`src/sv/fsc_pkg.sv`:
```
`default_nettype none
// ----------------------------------------------------------------------------
// fsc_pkg: shared types and constants of the floppy sector command builder
// Holds the command descriptor, error codes, byte positions and the drive
// geometry table.
// ----------------------------------------------------------------------------
package fsc_pkg;

  typedef enum logic [1:0] {
    ERR_OK    = 2'd0,
    ERR_DRIVE = 2'd1,
    ERR_TYPE  = 2'd2,
    ERR_RANGE = 2'd3
  } err_e;

  typedef enum logic {
    REG_TYPE_CODES = 1'b0,
    REG_READY_MASK = 1'b1
  } reg_e;

  localparam logic [7:0] OPC_MFM      = 8'h40;
  localparam logic [7:0] OPC_READ     = 8'h06;
  localparam logic [7:0] OPC_WRITE    = 8'h05;
  localparam logic [7:0] SIZE_CODE    = 8'd2;
  localparam logic [7:0] GAP3_LEN     = 8'h1B;
  localparam logic [7:0] DATA_LEN     = 8'hFF;

  localparam logic [3:0] POS_OPCODE   = 4'd0;
  localparam logic [3:0] POS_HEADDRV  = 4'd1;
  localparam logic [3:0] POS_CYL      = 4'd2;
  localparam logic [3:0] POS_HEAD     = 4'd3;
  localparam logic [3:0] POS_SECTOR   = 4'd4;
  localparam logic [3:0] POS_SIZE     = 4'd5;
  localparam logic [3:0] POS_SPT      = 4'd6;
  localparam logic [3:0] POS_GAP      = 4'd7;
  localparam logic [3:0] POS_DLEN     = 4'd8;

  // divider steps: cylinder always fits in seven bits
  localparam int unsigned QUO_W = 7;
  localparam logic [2:0]  DIV_LAST = 3'(QUO_W - 1);

  typedef struct packed {
    err_e        err;
    logic        drive;
    logic        wr;
    logic [6:0]  cyl;
    logic        head;
    logic [5:0]  sector;
    logic [5:0]  spt;
  } cmd_t;

  typedef struct packed {
    logic        ok;
    logic [5:0]  spt;
    logic [6:0]  per_cyl;
    logic [12:0] limit;
  } geom_t;

  function automatic geom_t geometry(input logic [3:0] dtype);
    geom_t g;
    g = '0;
    case (dtype)
      4'd1: g = '{ok: 1'b1, spt: 6'd9,  per_cyl: 7'd18, limit: 13'd720};
      4'd2: g = '{ok: 1'b1, spt: 6'd15, per_cyl: 7'd30, limit: 13'd2400};
      4'd3: g = '{ok: 1'b1, spt: 6'd9,  per_cyl: 7'd18, limit: 13'd1440};
      4'd4: g = '{ok: 1'b1, spt: 6'd18, per_cyl: 7'd36, limit: 13'd2880};
      4'd5: g = '{ok: 1'b1, spt: 6'd36, per_cyl: 7'd72, limit: 13'd5760};
      default: g = '0;
    endcase
    return g;
  endfunction

endpackage
`default_nettype wire

```
`src/sv/floppy_sector_command_builder_top.sv`:
```
`default_nettype none
// ----------------------------------------------------------------------------
// floppy_sector_command_builder_top: sector request to controller command
// Requests enter on the s_axis channel, command bytes leave on m_axis.
//
// Each accepted request (drive, block address, read/write) gives the nine
// byte READ DATA or WRITE DATA command, one byte per item, tlast on the
// ninth; a request that cannot be served gives a single zero item with
// tlast and a non-zero error code in tuser.
// A good request passes through a seven-step shift-subtract divider that
// forms the cylinder; a request in error skips it. The byte sequencer
// emits one byte per cycle while m_axis is ready; the divider takes no new
// request until it has formed the descriptor. A two-entry descriptor queue
// sits between intake and sequencer, so new requests are taken while bytes
// wait on a stalled receiver; when m_axis stalls the output item holds and
// intake stops once the queue and the intake output register are full.
// Configuration (drive type codes, ready mask) is to be written through
// cfg_* only while idle; the block itself does not enforce this. Reset
// clears both registers and empties the pipeline.
// ----------------------------------------------------------------------------
module floppy_sector_command_builder_top (
  input  wire logic        clk_i,
  input  wire logic        rst_ni,
  input  wire logic        cfg_we_i,
  input  wire logic        cfg_index_i,
  input  wire logic [7:0]  cfg_data_i,
  input  wire logic        s_axis_tvalid_i,
  output logic             s_axis_tready_o,
  input  wire logic [39:0] s_axis_tdata_i,  // drive_index, block_address, zero pad
  input  wire logic        s_axis_tuser_i,  // write_request
  output logic             m_axis_tvalid_o,
  input  wire logic        m_axis_tready_i,
  output logic [7:0]       m_axis_tdata_o,  // command_byte
  output logic             m_axis_tlast_o,
  output logic [1:0]       m_axis_tuser_o   // error_code
);

  logic          fq_valid, fq_ready;
  fsc_pkg::cmd_t fq_data;
  logic          qb_valid, qb_ready;
  fsc_pkg::cmd_t qb_data;

  fsc_front u_front (
    .clk_i       (clk_i),
    .rst_ni      (rst_ni),
    .cfg_we_i    (cfg_we_i),
    .cfg_index_i (cfg_index_i),
    .cfg_data_i  (cfg_data_i),
    .req_valid_i (s_axis_tvalid_i),
    .req_ready_o (s_axis_tready_o),
    .drive_i     (s_axis_tdata_i[1:0]),
    .lba_i       (s_axis_tdata_i[33:2]),
    .wr_i        (s_axis_tuser_i),
    .cmd_valid_o (fq_valid),
    .cmd_ready_i (fq_ready),
    .cmd_o       (fq_data)
  );

  fsc_queue u_queue (
    .clk_i       (clk_i),
    .rst_ni      (rst_ni),
    .in_valid_i  (fq_valid),
    .in_ready_o  (fq_ready),
    .in_data_i   (fq_data),
    .out_valid_o (qb_valid),
    .out_ready_i (qb_ready),
    .out_data_o  (qb_data)
  );

  fsc_back u_back (
    .clk_i       (clk_i),
    .rst_ni      (rst_ni),
    .cmd_valid_i (qb_valid),
    .cmd_ready_o (qb_ready),
    .cmd_i       (qb_data),
    .out_valid_o (m_axis_tvalid_o),
    .out_ready_i (m_axis_tready_i),
    .out_byte_o  (m_axis_tdata_o),
    .out_last_o  (m_axis_tlast_o),
    .out_err_o   (m_axis_tuser_o)
  );

endmodule
`default_nettype wire

```
`src/sv/fsc_front.sv`:
```
`default_nettype none
// ----------------------------------------------------------------------------
// fsc_front: request intake and address conversion
// Holds the configuration, checks each request and splits the block
// address into cylinder, head and sector with a shift-subtract divider.
// ----------------------------------------------------------------------------
module fsc_front (
  input  wire logic          clk_i,
  input  wire logic          rst_ni,
  input  wire logic          cfg_we_i,
  input  wire logic          cfg_index_i,
  input  wire logic [7:0]    cfg_data_i,
  input  wire logic          req_valid_i,
  output logic               req_ready_o,
  input  wire logic [1:0]    drive_i,
  input  wire logic [31:0]   lba_i,
  input  wire logic          wr_i,
  output logic               cmd_valid_o,
  input  wire logic          cmd_ready_i,
  output fsc_pkg::cmd_t      cmd_o
);

  typedef enum logic [1:0] {
    FE_IDLE = 2'b01,
    FE_DIV  = 2'b10
  } fe_state_e;

  fe_state_e          state_q, state_d;
  logic [7:0]         types_q;
  logic [1:0]         ready_q;
  logic               fv_q, fv_d;
  fsc_pkg::cmd_t      cmd_q, cmd_d;
  logic [12:0]        rem_q, rem_d;
  logic [12:0]        dsh_q, dsh_d;
  logic [6:0]         quo_q, quo_d;
  logic [2:0]         cnt_q, cnt_d;
  logic               drv_q, drv_d;
  logic               wr_q, wr_d;
  logic [5:0]         spt_q, spt_d;

  logic               accept;
  logic [3:0]         dtype;
  fsc_pkg::geom_t     geom;
  fsc_pkg::err_e      err;
  logic               ge;
  logic [12:0]        rem_step;
  logic [6:0]         quo_step;
  logic [6:0]         rem_fin;
  logic               head;
  logic [6:0]         sec_base;

  always_ff @(posedge clk_i or negedge rst_ni) begin
    if (!rst_ni) begin
      types_q <= '0;
      ready_q <= '0;
    end else if (cfg_we_i) begin
      case (cfg_index_i)
        fsc_pkg::REG_TYPE_CODES: types_q <= cfg_data_i;
        fsc_pkg::REG_READY_MASK: ready_q <= cfg_data_i[1:0];
        default: ;
      endcase
    end
  end

  assign req_ready_o = (state_q == FE_IDLE) && (!fv_q || cmd_ready_i);
  assign accept      = req_valid_i && req_ready_o;

  assign dtype = drive_i[0] ? types_q[3:0] : types_q[7:4];
  assign geom  = fsc_pkg::geometry(dtype);

  always_comb begin
    if (drive_i[1] || !ready_q[drive_i[0]]) begin
      err = fsc_pkg::ERR_DRIVE;
    end else if (!geom.ok) begin
      err = fsc_pkg::ERR_TYPE;
    end else if (lba_i >= {19'd0, geom.limit}) begin
      err = fsc_pkg::ERR_RANGE;
    end else begin
      err = fsc_pkg::ERR_OK;
    end
  end

  assign ge       = rem_q >= dsh_q;
  assign rem_step = ge ? (rem_q - dsh_q) : rem_q;
  assign quo_step = {quo_q[5:0], ge};
  assign rem_fin  = rem_step[6:0];
  assign head     = rem_fin >= {1'b0, spt_q};
  assign sec_base = head ? (rem_fin - {1'b0, spt_q}) : rem_fin;

  always_comb begin
    state_d = state_q;
    fv_d    = fv_q;
    cmd_d   = cmd_q;
    rem_d   = rem_q;
    dsh_d   = dsh_q;
    quo_d   = quo_q;
    cnt_d   = cnt_q;
    drv_d   = drv_q;
    wr_d    = wr_q;
    spt_d   = spt_q;
    if (fv_q && cmd_ready_i) begin
      fv_d = 1'b0;
    end
    case (state_q)
      FE_IDLE: begin
        if (accept) begin
          if (err != fsc_pkg::ERR_OK) begin
            fv_d      = 1'b1;
            cmd_d     = '0;
            cmd_d.err = err;
          end else begin
            state_d = FE_DIV;
            rem_d   = lba_i[12:0];
            dsh_d   = {geom.per_cyl, 6'd0};
            quo_d   = '0;
            cnt_d   = '0;
            drv_d   = drive_i[0];
            wr_d    = wr_i;
            spt_d   = geom.spt;
          end
        end
      end
      FE_DIV: begin
        rem_d = rem_step;
        quo_d = quo_step;
        dsh_d = {1'b0, dsh_q[12:1]};
        cnt_d = cnt_q + 3'd1;
        if (cnt_q == fsc_pkg::DIV_LAST) begin
          state_d      = FE_IDLE;
          fv_d         = 1'b1;
          cmd_d.err    = fsc_pkg::ERR_OK;
          cmd_d.drive  = drv_q;
          cmd_d.wr     = wr_q;
          cmd_d.cyl    = quo_step;
          cmd_d.head   = head;
          cmd_d.sector = sec_base[5:0] + 6'd1;
          cmd_d.spt    = spt_q;
        end
      end
      default: state_d = FE_IDLE;
    endcase
  end

  always_ff @(posedge clk_i or negedge rst_ni) begin
    if (!rst_ni) begin
      state_q <= FE_IDLE;
      fv_q    <= 1'b0;
      cnt_q   <= '0;
    end else begin
      state_q <= state_d;
      fv_q    <= fv_d;
      cnt_q   <= cnt_d;
    end
  end

  always_ff @(posedge clk_i) begin
    cmd_q <= cmd_d;
    rem_q <= rem_d;
    dsh_q <= dsh_d;
    quo_q <= quo_d;
    drv_q <= drv_d;
    wr_q  <= wr_d;
    spt_q <= spt_d;
  end

  assign cmd_valid_o = fv_q;
  assign cmd_o       = cmd_q;

endmodule
`default_nettype wire

```
`src/sv/fsc_queue.sv`:
```
`default_nettype none
// ----------------------------------------------------------------------------
// fsc_queue: two-entry descriptor queue
// Decouples request intake from byte emission.
// ----------------------------------------------------------------------------
module fsc_queue (
  input  wire logic          clk_i,
  input  wire logic          rst_ni,
  input  wire logic          in_valid_i,
  output logic               in_ready_o,
  input  wire fsc_pkg::cmd_t in_data_i,
  output logic               out_valid_o,
  input  wire logic          out_ready_i,
  output fsc_pkg::cmd_t      out_data_o
);

  fsc_pkg::cmd_t mem_q [2];
  logic          wptr_q, rptr_q;
  logic [1:0]    cnt_q;
  logic          push, pop;

  assign in_ready_o  = cnt_q != 2'd2;
  assign out_valid_o = cnt_q != 2'd0;
  assign push        = in_valid_i && in_ready_o;
  assign pop         = out_valid_o && out_ready_i;
  assign out_data_o  = mem_q[rptr_q];

  always_ff @(posedge clk_i) begin
    if (push) begin
      mem_q[wptr_q] <= in_data_i;
    end
  end

  always_ff @(posedge clk_i or negedge rst_ni) begin
    if (!rst_ni) begin
      wptr_q <= 1'b0;
      rptr_q <= 1'b0;
      cnt_q  <= '0;
    end else begin
      if (push) wptr_q <= ~wptr_q;
      if (pop)  rptr_q <= ~rptr_q;
      case ({push, pop})
        2'b10:   cnt_q <= cnt_q + 2'd1;
        2'b01:   cnt_q <= cnt_q - 2'd1;
        default: cnt_q <= cnt_q;
      endcase
    end
  end

endmodule
`default_nettype wire

```
`src/sv/fsc_back.sv`:
```
`default_nettype none
// ----------------------------------------------------------------------------
// fsc_back: command byte sequencer
// Turns each descriptor into the nine command bytes, or one error item,
// through a registered output stage.
// ----------------------------------------------------------------------------
module fsc_back (
  input  wire logic          clk_i,
  input  wire logic          rst_ni,
  input  wire logic          cmd_valid_i,
  output logic               cmd_ready_o,
  input  wire fsc_pkg::cmd_t cmd_i,
  output logic               out_valid_o,
  input  wire logic          out_ready_i,
  output logic [7:0]         out_byte_o,
  output logic               out_last_o,
  output logic [1:0]         out_err_o
);

  fsc_pkg::cmd_t cur_q;
  logic          cur_v_q;
  logic [3:0]    idx_q;
  logic          ov_q;
  logic [7:0]    obyte_q;
  logic          olast_q;
  logic [1:0]    oerr_q;

  logic          load_ok;
  logic          emit;
  logic          is_last;
  logic [7:0]    byte_val;

  assign load_ok = !ov_q || out_ready_i;
  assign emit    = cur_v_q && load_ok;
  assign is_last = (cur_q.err != fsc_pkg::ERR_OK) || (idx_q == fsc_pkg::POS_DLEN);
  assign cmd_ready_o = !cur_v_q || (emit && is_last);

  always_comb begin
    case (idx_q)
      fsc_pkg::POS_OPCODE:
        byte_val = fsc_pkg::OPC_MFM | (cur_q.wr ? fsc_pkg::OPC_WRITE : fsc_pkg::OPC_READ);
      fsc_pkg::POS_HEADDRV: byte_val = {5'd0, cur_q.head, 1'b0, cur_q.drive};
      fsc_pkg::POS_CYL:     byte_val = {1'b0, cur_q.cyl};
      fsc_pkg::POS_HEAD:    byte_val = {7'd0, cur_q.head};
      fsc_pkg::POS_SECTOR:  byte_val = {2'd0, cur_q.sector};
      fsc_pkg::POS_SIZE:    byte_val = fsc_pkg::SIZE_CODE;
      fsc_pkg::POS_SPT:     byte_val = {2'd0, cur_q.spt};
      fsc_pkg::POS_GAP:     byte_val = fsc_pkg::GAP3_LEN;
      fsc_pkg::POS_DLEN:    byte_val = fsc_pkg::DATA_LEN;
      default:              byte_val = '0;
    endcase
    if (cur_q.err != fsc_pkg::ERR_OK) begin
      byte_val = '0;
    end
  end

  always_ff @(posedge clk_i or negedge rst_ni) begin
    if (!rst_ni) begin
      cur_v_q <= 1'b0;
      idx_q   <= '0;
      ov_q    <= 1'b0;
    end else begin
      if (emit) begin
        ov_q  <= 1'b1;
        idx_q <= is_last ? 4'd0 : idx_q + 4'd1;
      end else if (out_ready_i) begin
        ov_q <= 1'b0;
      end
      if (cmd_ready_o) begin
        cur_v_q <= cmd_valid_i;
      end
    end
  end

  always_ff @(posedge clk_i) begin
    if (cmd_ready_o && cmd_valid_i) begin
      cur_q <= cmd_i;
    end
    if (emit) begin
      obyte_q <= byte_val;
      olast_q <= is_last;
      oerr_q  <= cur_q.err;
    end
  end

  assign out_valid_o = ov_q;
  assign out_byte_o  = obyte_q;
  assign out_last_o  = olast_q;
  assign out_err_o   = oerr_q;

`ifndef SYNTH
  a_err_single: assert property (@(posedge clk_i) disable iff (!rst_ni)
    ov_q && (oerr_q != fsc_pkg::ERR_OK) |-> olast_q && (obyte_q == 8'd0))
    else $error("error item not a single zero last item");

  a_err_idx: assert property (@(posedge clk_i) disable iff (!rst_ni)
    cur_v_q && (cur_q.err != fsc_pkg::ERR_OK) |-> idx_q == fsc_pkg::POS_OPCODE)
    else $error("error descriptor mid run");

  a_idx_range: assert property (@(posedge clk_i) disable iff (!rst_ni)
    idx_q <= fsc_pkg::POS_DLEN)
    else $error("byte position past end of command");

  a_last_pos: assert property (@(posedge clk_i) disable iff (!rst_ni)
    emit && (cur_q.err == fsc_pkg::ERR_OK) |=> (olast_q == ($past(idx_q) == fsc_pkg::POS_DLEN)))
    else $error("last flag on wrong byte");
`endif

endmodule
`default_nettype wire
```
`config.mk`:
```
export PLATFORM = sky130hd
export DESIGN_NAME = floppy_sector_command_builder_top
export DESIGN_NICKNAME = d
export VERILOG_FILES = /design/src/sv/fsc_pkg.sv /design/src/sv/floppy_sector_command_builder_top.sv /design/src/sv/fsc_front.sv /design/src/sv/fsc_queue.sv /design/src/sv/fsc_back.sv
export SDC_FILE = /design/constraint.sdc
export NUM_CORES = 1
export LEC_CHECK = 0
export ABC_AREA = 1
export BUFFER_PORTS_ARGS = -buffer_cell sky130_fd_sc_hd__buf_2
export CORE_UTILIZATION = 57
export DETAILED_ROUTE_END_ITERATION = 6
export PLACE_DENSITY = 0.76
export SLEW_MARGIN = 20
export SYNTH_ARGS = -nofsm -noshare
export SYNTH_HDL_FRONTEND = slang
export SYNTH_SLANG_ARGS = --single-unit
```
`constraint.sdc`:
```
create_clock -name clk_i -period 4.16 [get_ports clk_i]
set_input_delay 0.624 -clock clk_i [delete_from_list [all_inputs] [get_ports clk_i]]
set_output_delay 0.624 -clock clk_i [all_outputs]
set_load 0.005 [all_outputs]
```
==> impl_results.md, run 1 <==
* Dpl hpwl at 11.5 mm
* Count of different cell masters after synthesis at 53
* Synth Area per Inst at 10.4 µm²
* DRT antenna net count at 0
* Die Height at 123 µm
* Peak VDD IR at 0.000301 V
* Status: finished clean
* Latest clock arrival within the worst-skew pair at 0.42 ns
* Hold Buf Count CTS at 0
* CTS H-tree depth at 4
* #FFs+latches synth at 168
* Lkg Pwr at 4.37 nW
* Vias per cell at 5.32
* Critical-path maximum fanout at 7
* Internal at 4.07 mW
* Crit path required time at 4.34 ns
* GRT Total Usage at 22.6%
* Layout cell share with drive strength beyond 1 at 19.2%
* Initial core utilization at 59.3%
* Yosys Warn Count at 0
* # nets final at 978
* Initial antenna violation count at 0
* Routed wire per std cell at 14.5 µm
* Post-Synth Adder-Cell Area at 6.19%
* Synthesized Nets at 896
* GPL Wtd Cong at 0.885
* Worst-margin pin slew at 0.865 ns
* 1st-iter DRT viols at 322
* Slowest-stage cell, CP: fa_1
* Leading cell type in the layout, fill and taps excluded: nand2_1
* Clk_skew at 0.00669 ns
* Clock buffer depth at 2
* Fin. Hold Viols at 0
* # diodes at 0
* Clock Sinks at 168
* Kind of critical path: reg2reg
* Ranking of synthesized cells by area: edfxtp_1, nand2_1, dfrtp_1
* Worst Setup Start Kind: register
* Total Die Area at 15100 µm²
* Unrepaired setup endpoints after global routing: false
* Mux cell area share after synthesis at 0.977%
* Final setup TNS at 0 ns
* Relative slew slack at 42.3%
* Logic pwr share at 23.3%
* Most frequent cells in the layout: nand2_1, edfxtp_1, inv_1
* Cell area after synthesis at 8330 µm²
* CORE AREA at 14000 µm²
* Synth Area in Compound Gates at 7.12%
* Seq pwr share at 47.8%
* Num CTS Buffers at 17
* Crit path arrival time at 3.99 ns
* Number of global-route vias before repair at 5577
* Grt total ovfl at 0
* Clock-pin slew on the worst setup and hold paths at 0.06 ns
* Mapped Cells at 801
* DRC violations left at 0
* Max cap viols at 0
* Clk root buf: clkbuf_16
* Routed vias at 5725
* Die width at 123 µm
* Clock power frac at 28.9%
* TritonCTS clock tree: built
* First-pass GRT wire length at 25.9 mm
* Top cell type's share of synthesized area at 51.2%
* Leading area contributor after synthesis: edfxtp_1
* XOR/XNOR Fraction of Synth Area at 2.10%
* Crit path largest cell delay at 0.43 ns
* Type of the worst min-delay path: in2async
* Place WS at 0.205 ns
* Filler cells at 1057
* Num rows at 43
* CP Capture Type: register
* Tmin final at 3.82 ns
* Power Density at 609 nW/µm²
* Net Sw Frac at 30.2%
* Final-report setup violation count at 0
* Largest net degree at the start of global routing at 32
* Post-Synth Simple-Gate Area at 18.5%
* Final WL at 15.6 mm
* Psw at 1.76 mW
* Largest family of logic cells by synthesized area: simple AND/OR/NAND/NOR gates
* Initial DRT Pass Iterations at 5
* Worst-path cell chain: inv_1 -> ha_1 -> inv_1 -> fa_1 -> nand2_1 -> nand3_1 -> xnor2_1 -> nand2_1 -> o21ai_2 -> inv_1 -> ha_1 -> nand2_1 -> inv_1 -> nand4_1 -> o211ai_1 -> a21oi_2 -> nand3_2 -> buf_4 -> o21ai_1 -> nand2_1 -> inv_1 -> nand3_1 -> nand2_1 -> nor2_1
* Fmax at 0.262 GHz
* Period utilization at 91.7%
* # IOs at 68
* Layout area overhead at 14.8%
* Slack of the critical path at 0.345 ns
* Port bufs at 61
* Sequential area share after synthesis at 59.0%
* Final Max Tran Viols at 0
-- flip-flops by register name, summed over array words and instances, names as in the netlist, 2 cells and up --
name,count
u_queue.cnt_q,2
u_back.cur_q,23
u_front.dsh_q,13
u_back.out_err_o,2
u_front.rem_q,13
u_front.cnt_q,3
u_front.quo_q,6
u_front.cmd_o,23
u_front.types_q,8
u_back.idx_q,4
u_queue.mem_q,46
u_front.spt_q,5
u_front.ready_q,2
u_front.state_q,2
u_back.out_byte_o,8
-- Yosys cell counts, drive strengths merged --
cell	count
mux2	6
o31ai	4
o211ai	2
nor4	1
clkbuf	9
o22ai	1
a221oi	2
xnor2	8
o21ai	40
edfxtp	142
nor2	63
a21oi	34
ha	38
a22o	1
a2111oi	1
nand2	224
a41oi	3
fa	2
dfstp	1
inv	114
nor3	6
xor2	12
buf	6
o2111a	1
o21bai	1
or2	4
clkinv	2
a31oi	5
o2111ai	1
dfrtp	25
a22oi	1
nand4	12
nand3	28
mux2i	1
-- kinds of logic (layout without fill, tap and decap cells) --
group / count (synthesis) / after routing
compound gates: 97 / 97
xor+xnor: 20 / 20
fa+ha+maj: 40 / 40
buf+inv: 131 / 226
flops: 168 / 168
mux: 7 / 7
simple gates: 338 / 338
-- final cells by class --
type	count	area, µm²	share of cell area (%)
multi-input combinational	502	2920	30.5
tap	180	225	2.36
clock buffer	19	433	4.53
timing repair buffer	78	433	4.53
sequential	168	4920	51.4
inverter	116	437	4.57
clock inverter	13	200	2.09
-- metal layers --
layer | up-vias | track usage (%) | routed length, µm
li1 | 2839 | - | -
met1 | 2709 | 26.1 | 6480
met2 | 143 | 40.7 | 8200
met3 | 34 | 4.65 | 624
met4 | 0 | 9.07 | 337
met5 | - | 0 | 0
-- through the flow --
step | cells | util (%) | total power, mW | hold WS (ns) | instance area [µm²]
floorplan | 801 | - | 3.71 | 0.328 | 8330
global route | 1076 | 68.1 | 6.16 | 0.258 | 9560
detailed placement | 1041 | 63.3 | 4.16 | 0.438 | 8890
finish | 1076 | 68.1 | 5.83 | 0.209 | 9560
global placement | 1041 | 63.3 | 4.07 | 0.426 | 8890
CTS | 1073 | 67.9 | 5.86 | 0.225 | 9530
-- final timing paths --
check,from,endpoint,slack [ns],depth (start not counted)
min in group clk_i,s_axis_tuser_i,u_front.wr_q$_DFFE_PP_,0.39,1
hold / removal,rst_ni,u_front.types_q[6]$_DFFE_PN0P_,0.21,1
setup reg to reg,u_front.rem_q[0]$_DFFE_PP_,u_front.cmd_o[11]$_SDFFCE_PN0P_,0.34,24
max in group asynchronous,rst_ni,u_back.idx_q[1]$_DFFE_PN0P_,3.55,1
setup / recovery,u_front.rem_q[0]$_DFFE_PP_,u_front.cmd_o[11]$_SDFFCE_PN0P_,0.34,24
hold reg to reg,u_front.cmd_o[14]$_SDFFCE_PN0P_,u_queue.mem_q[1][14]$_DFFE_PP_,0.45,0
-- power groups by stage --
stage	combinational (mW)	sequential, mW	clock (mW)
detailed placement	1.34	2.82	0
global placement	1.29	2.78	0
CTS	1.36	2.79	1.71
floorplan	0.994	2.72	0
finish	1.36	2.79	1.68
global route	1.54	2.84	1.78
-- what timing repair did --
action                                  CTS  global route
hold endpoints to repair                  0             0
setup buffers                             0             3
resized for setup                         0             3
endpoints found under the setup margin    0             4
-- worst max-delay path, delay by kind of cell, from the launching register on --
family | cells | cell delay, ns
AOI/OAI and AO/OA | 4 | 0.62
xor gates and xnor gates | 1 | 0.18
adders and majority gates | 3 | 0.89
buffers and inverters | 6 | 0.54
DFF | 1 | 0.41
and+or+nand+nor | 10 | 0.93
Note: power is estimated with default switching activity, not from simulation.
==> run 2: changes to the inputs <==
==> constraint.sdc (replaced) <==
create_clock -name clk_i -period 3.65 [get_ports clk_i]
set_input_delay 0.5475 -clock clk_i [delete_from_list [all_inputs] [get_ports clk_i]]
set_output_delay 0.5475 -clock clk_i [all_outputs]
set_load 0.005 [all_outputs]
==> impl_results.md, run 2 (synthesis gave the netlist of run 1 again) <==
* Status: finished with violations
* Failing checks: negative setup slack
* Register name with the most flops: u_queue.mem_q
* Tmin final at 3.67 ns
* Crit path to: u_front.cmd_o[10]$_SDFFCE_PN0P_
* Lkg Pwr at 4.50 nW
* Hold Buf Count CTS at 0
* Critical R2R Launch: u_front.rem_q[0]$_DFFE_PP_
* First-pass GRT wire length at 26.7 mm
* Final WL at 17.2 mm
* Fmax at 0.272 GHz
* Initial core utilization at 59.3%
* Max cap viols at 0
* Power Density at 651 nW/µm²
* Slack of the worst reg-to-reg path at -0.02 ns
* Clock Sinks at 168
* Clock buffer depth at 2
* Largest register FFs at 46
* Num CTS Buffers at 17
* Layout cell share with drive strength beyond 1 at 27.8%
* Slack of the critical path at -0.0215 ns
* 1st-iter DRT viols at 346
* Finished Cell Area at 10100 µm²
* Kind of critical path: reg2reg
* Port bufs at 61
* Worst Setup Start Kind: register
* Most frequent cells in the layout: nand2_1, edfxtp_1, inv_1
* Final Max Tran Viols at 0
* Layout area overhead at 21.6%
* Largest net degree at the start of global routing at 39
* Utilization after layout at 72.1%
* Routed vias at 5933
* Clk root buf: clkbuf_16
* Clock-pin slew on the worst setup and hold paths at 0.06 ns
* Worst-margin pin slew at 0.816 ns
* Filler cells at 972
* CP startpoint: u_front.rem_q[0]$_DFFE_PP_
* Total Die Area at 15100 µm²
* Number of global-route vias before repair at 5806
* Initial antenna violation count at 0
* Area of the multi-input gates at 3280 µm²
* Final-report setup violation count at 2
* Grt total ovfl at 0
* # nets final at 1011
* Worst R2R End: u_front.cmd_o[10]$_SDFFCE_PN0P_
* Critical-path maximum fanout at 5
* # diodes at 0
* DRC violations left at 0
* Fin. Hold Viols at 0
* GPL Wtd Cong at 0.893
* Type of the worst min-delay path: in2async
* TritonCTS clock tree: built
* Non-filler cells, final at 1109
* Clk_skew at 0.00846 ns
* Post-Place Cells at 1055
* CTS H-tree depth at 4
* Latest clock arrival within the worst-skew pair at 0.42 ns
* Routed wire per std cell at 15.5 µm
* Seq. cell area at 4920 µm²
* Crit path required time at 3.83 ns
* CP Capture Type: register
* Post-Place Cell Area at 9070 µm²
* Num rows at 43
* Vias per cell at 5.35
* Place WS at -0.0242 ns
* GRT Total Usage at 23.6%
* Dpl hpwl at 12.0 mm
* Reg2Reg Depth at 24
* Total power at 6.59 mW
* DRT antenna net count at 0
* # IOs at 68
* Crit path arrival time at 3.85 ns
* Peak VDD IR at 0.000354 V
* Relative slew slack at 45.6%
* Period utilization at 101%
* Die Height at 123 µm
* CORE AREA at 14000 µm²
* Leading cell type in the layout, fill and taps excluded: nand2_1
* Initial DRT Pass Iterations at 5
* Die width at 123 µm
==> run 2: metrics by stage <==
step,hold slack [ns],TNS (ns)
after global routing,0.171,-0.230
after global placement,0.424,0
after CTS,0.140,0
final,0.136,-0.0392
after floorplan,0.252,0
after detailed placement,0.431,-0.0242
==> run 2: how the worst min path moves through the flow <==
| stage | slack [ns] | to | cells after the start |
|---|---|---|---|
| global placement | 0.42 | u_queue.mem_q[0][5]$_DFFE_PP_ | 0 |
| finish | 0.14 | u_front.types_q[3]$_DFFE_PN0P_ | 1 |
| detailed placement | 0.43 | u_queue.mem_q[0][9]$_DFFE_PP_ | 0 |
| floorplan | 0.25 | u_back.cur_v_q$_DFFE_PN0P_ | 0 |
| CTS | 0.14 | u_front.types_q[3]$_DFFE_PN0P_ | 1 |
| global route | 0.17 | u_front.types_q[4]$_DFFE_PN0P_ | 1 |
==> run 2: critical path: stages, from the launching register on <==
cell	delay (ns)
edfxtp_1	0.41
inv_1	0.09
ha_1	0.17
inv_2	0.07
fa_2	0.33
nand2_1	0.10
nand3_2	0.11
xnor2_2	0.23
nand2_4	0.07
o21ai_4	0.07
inv_2	0.06
ha_4	0.25
nand2_2	0.06
inv_1	0.05
nand4_1	0.08
o211ai_1	0.15
a21oi_2	0.29
nand3_4	0.15
nand2_2	0.11
o21ai_2	0.09
ha_4	0.17
nand2_2	0.07
inv_1	0.05
a21oi_1	0.15
nor2_1	0.05
==> run 2: layout make-up <==
| cell class | instances | share of cell area, % |
|---|---|---|
| timing repair buffer | 111 | 7.19 |
| clock buffer | 20 | 4.31 |
| tap | 180 | 2.22 |
| clock inverter | 12 | 1.00 |
| inverter | 116 | 4.31 |
| sequential | 168 | 48.6 |
| multi-input combinational | 502 | 32.4 |
==> run 2: metal layers <==
layer | vias up | track usage (%) | wire [µm]
li1 | 2898 | - | -
met1 | 2782 | 26.6 | 6800
met2 | 208 | 42.5 | 9070
met4 | 0 | 11.5 | 529
met3 | 45 | 4.79 | 788
met5 | - | 0 | 0
==> run 2: what timing repair did <==
action	CTS	global route
setup buffers	3	20
pin swaps	2	29
endpoints found under the setup margin	1	6
gates resized for setup	3	70
==> run 2: power by group <==
part	switching (mW)	internal [mW]	total, mW
Sequential	0.258	2.91	3.17
Clock	0.721	0.933	1.65
Combinational	1.12	0.645	1.77
Total	2.10	4.49	6.59
==> run 3: changes to the inputs <==
--- a/config.mk
+++ b/config.mk
@@ -7,10 +7,12 @@
 export LEC_CHECK = 0
 export ABC_AREA = 1
 export BUFFER_PORTS_ARGS = -buffer_cell sky130_fd_sc_hd__buf_2
+export CORE_ASPECT_RATIO = 0.7
 export CORE_UTILIZATION = 57
 export DETAILED_ROUTE_END_ITERATION = 6
 export PLACE_DENSITY = 0.76
 export SLEW_MARGIN = 20
 export SYNTH_ARGS = -nofsm -noshare
 export SYNTH_HDL_FRONTEND = slang
+export SYNTH_HIERARCHICAL = 1
 export SYNTH_SLANG_ARGS = --single-unit
==> impl_results.md, run 3 <==
* Clock-pin slew on the worst setup and hold paths at 0.06 ns
* FFs w/ async S/R, synth at 15.2%
* CORE AREA at 14200 µm²
* Slack of the worst reg-to-reg path at -0.04 ns
* CP top delay family: simple AND/OR/NAND/NOR gates
* GPL Wtd Cong at 0.891
* Fmax at 0.271 GHz
* Leading area contributor after synthesis: edfxtp_1
* Kind of critical path: reg2reg
* Worst-path cell chain: ha_1 -> nand2_1 -> inv_1 -> nand2_1 -> nand3_2 -> nand2_4 -> nand3_4 -> buf_6 -> nand2_4 -> nand2_4 -> ha_4 -> a21oi_2 -> o211ai_1 -> buf_4 -> a21oi_4 -> nand3_4 -> buf_6 -> o21ai_4 -> nand2_2 -> inv_2 -> nand3_2 -> nand2_1 -> nor2_1
* Clock Sinks at 171
* Worst-margin pin slew at 1.04 ns
* Die Height at 104 µm
* Crit path arrival time at 3.87 ns
* Register name with the most flops: u_queue/mem_q
* Crit path depth at 23
* Post-synth EDFFs at 145
* First-pass GRT wire length at 28.6 mm
* Most frequent cells in the layout: nand2_1, edfxtp_1, inv_1
* Final-report setup violation count at 2
* Met3 Track Usage GR at 6.23%
* DRC violations left at 0
* Ranking of synthesized cells by area: edfxtp_1, nand2_1, dfrtp_1
* Routed wire per std cell at 16.1 µm
* CP Capture Type: register
* Relative slew slack at 30.4%
* Worst R2R End: u_front/cmd_o[11]$_SDFFCE_PN0P_
* Initial DRT Pass Iterations at 6
* Most frequent cells after synthesis: nand2_1, edfxtp_1, inv_1
* Grt total ovfl at 0
* 1st-iter DRT viols at 582
* GRT Max-Usage Layer: met2
* Mapped Cells at 847
* Unrepaired setup endpoints after global routing: true
* # nets final at 1059
* Crit path required time at 3.83 ns
* Critical R2R Launch: u_front/rem_q[3]$_DFFE_PP_
* Most frequent cell after synthesis: nand2_1
* Finished Cell Area at 10300 µm²
* Yosys Warn Count at 6
* Dpl hpwl at 11.8 mm
* Leading cell type in the layout, fill and taps excluded: nand2_1
* Largest register FFs at 48
* Status: finished with violations
* Failing checks: negative setup slack
* # IOs at 68
* Total power at 6.42 mW
* Clk root buf: clkbuf_16
* Cell area after synthesis at 8520 µm²
* DRT antenna net count at 0
* Final Max Tran Viols at 0
* Met1 Resource Use GR at 33.3%
* Port bufs at 61
* Layout cell share with drive strength beyond 1 at 27.2%
* Vias per cell at 5.46
* Power Density at 621 nW/µm²
* Peak VDD IR at 0.000345 V
* Num rows at 36
* Critical-path maximum fanout at 6
* Largest net degree at the start of global routing at 38
* Post-Place Cell Area at 9190 µm²
* Type of the worst min-delay path: in2async
* #FFs+latches synth at 171
* Number of global-route vias before repair at 5846
* Slowest-stage cell, CP: edfxtp_1
* Routed vias at 6370
* TritonCTS clock tree: built
* # diodes at 0
* Worst Setup Start Kind: register
* Die width at 148 µm
* Clk_skew at 0.0165 ns
* Met2 usage at 38.0%
* Period utilization at 101%
* Clock buffer depth at 2
* Lkg Pwr at 4.67 nW
* Filler cells at 958
* Crit path largest cell delay at 0.40 ns
* Latest clock arrival within the worst-skew pair at 0.43 ns
* Buf/Inv on CP at 5
* Reg2Reg Depth at 23
* Slack of the critical path at -0.0405 ns
* CTS H-tree depth at 4
* Sequential area share after synthesis at 58.8%
* Top cell type's share of synthesized area at 51.1%
* Layout area overhead at 21.5%
* Initial antenna violation count at 0
* Count of different cell masters after synthesis at 46
* Fin. Hold Viols at 0
* Synthesized Nets at 942
* GRT Total Usage at 24.4%
* Max cap viols at 0
* Total Die Area at 15400 µm²
* Synth Area per Inst at 10.1 µm²
* Tmin final at 3.69 ns
* Final WL at 18.8 mm
* Num CTS Buffers at 17
* Initial core utilization at 59.8%
* Synth Flop Type: edfxtp_1
==> run 3: kinds of logic (layout without fill, tap and decap cells) <==
logic type               Yosys count  in the layout  synth area share, %
AND/OR/NAND/NOR                  390            391                 20.6
AO/OA/AOI/OAI                     92             92                 5.82
adder cells (fa/ha/maj)           40             40                 6.05
buffers and inverters            136            265                 6.74
flip-flops                       171            171                 58.8
XOR/XNOR                          12             12                 1.23
multiplexers                       6              6                0.793
==> run 3: final cells by class <==
class	count	area (µm²)	area share [%]
clock inverters	9	88.8	0.858
multi-input cells	541	3320	32.1
flip-flops and latches	171	5010	48.4
inverters	120	455	4.40
repair buffers	113	751	7.25
clock buffers	23	488	4.72
well taps	190	238	2.30
==> run 3: worst max path at each step <==
stage / from / to / slack (ns)
after detailed placement: s_axis_tdata_i[0] / u_front/rem_q[7]$_DFFE_PP_ / -0.08
after CTS: u_front/dsh_q[10]$_DFFE_PP_ / u_front/cmd_o[11]$_SDFFCE_PN0P_ / 0.002
final: u_front/rem_q[3]$_DFFE_PP_ / u_front/cmd_o[11]$_SDFFCE_PN0P_ / -0.04
after floorplan: u_front/rem_q[6]$_DFFE_PP_ / u_front/cmd_o[10]$_SDFFCE_PN0P_ / 0.04
after global placement: u_front/dsh_q[10]$_DFFE_PP_ / u_front/cmd_o[10]$_SDFFCE_PN0P_ / 0.02
after global routing: u_front/dsh_q[4]$_SDFFCE_PN0P_ / u_front/cmd_o[10]$_SDFFCE_PN0P_ / -0.16
==> run 3: stage by stage <==
stage | hold slack (ns) | setup slack (ns) | cells | utilization [%] | setup TNS (ns)
after global routing | 0.180 | -0.155 | 1167 | 72.7 | -0.933
final | 0.128 | -0.0405 | 1167 | 72.7 | -0.0637
after global placement | 0.424 | 0.0158 | 1110 | 64.6 | 0
after detailed placement | 0.430 | -0.0826 | 1110 | 64.6 | -2.87
after floorplan | 0.252 | 0.0438 | 847 | - | 0
after CTS | 0.149 | 0.00161 | 1146 | 69.5 | 0
==> run 3: metal layers <==
metal  share of wire, %  routed length (µm)  vias up
li1                   -                   -     3050
met1                 42                7970     2965
met2                 47                8870      306
met3                8.3                1560       49
met4                2.3                 429        0
met5                  0                   0        -
==> run 3: power breakdown <==
| group | total (mW) | switching, mW | internal, mW |
|---|---|---|---|
| registers | 3.26 | 0.280 | 2.98 |
| clock network | 1.75 | 0.737 | 1.01 |
| logic | 1.41 | 0.966 | 0.447 |
| total | 6.42 | 1.98 | 4.44 |
==> run 3: what timing repair did <==
action / CTS / global route
pin swaps: 5 / 31
gates cloned: 1 / 0
hold buffers: 0 / 0
resized for setup: 13 / 74
setup endpoints to repair: 4 / 46
setup buffers: 3 / 21
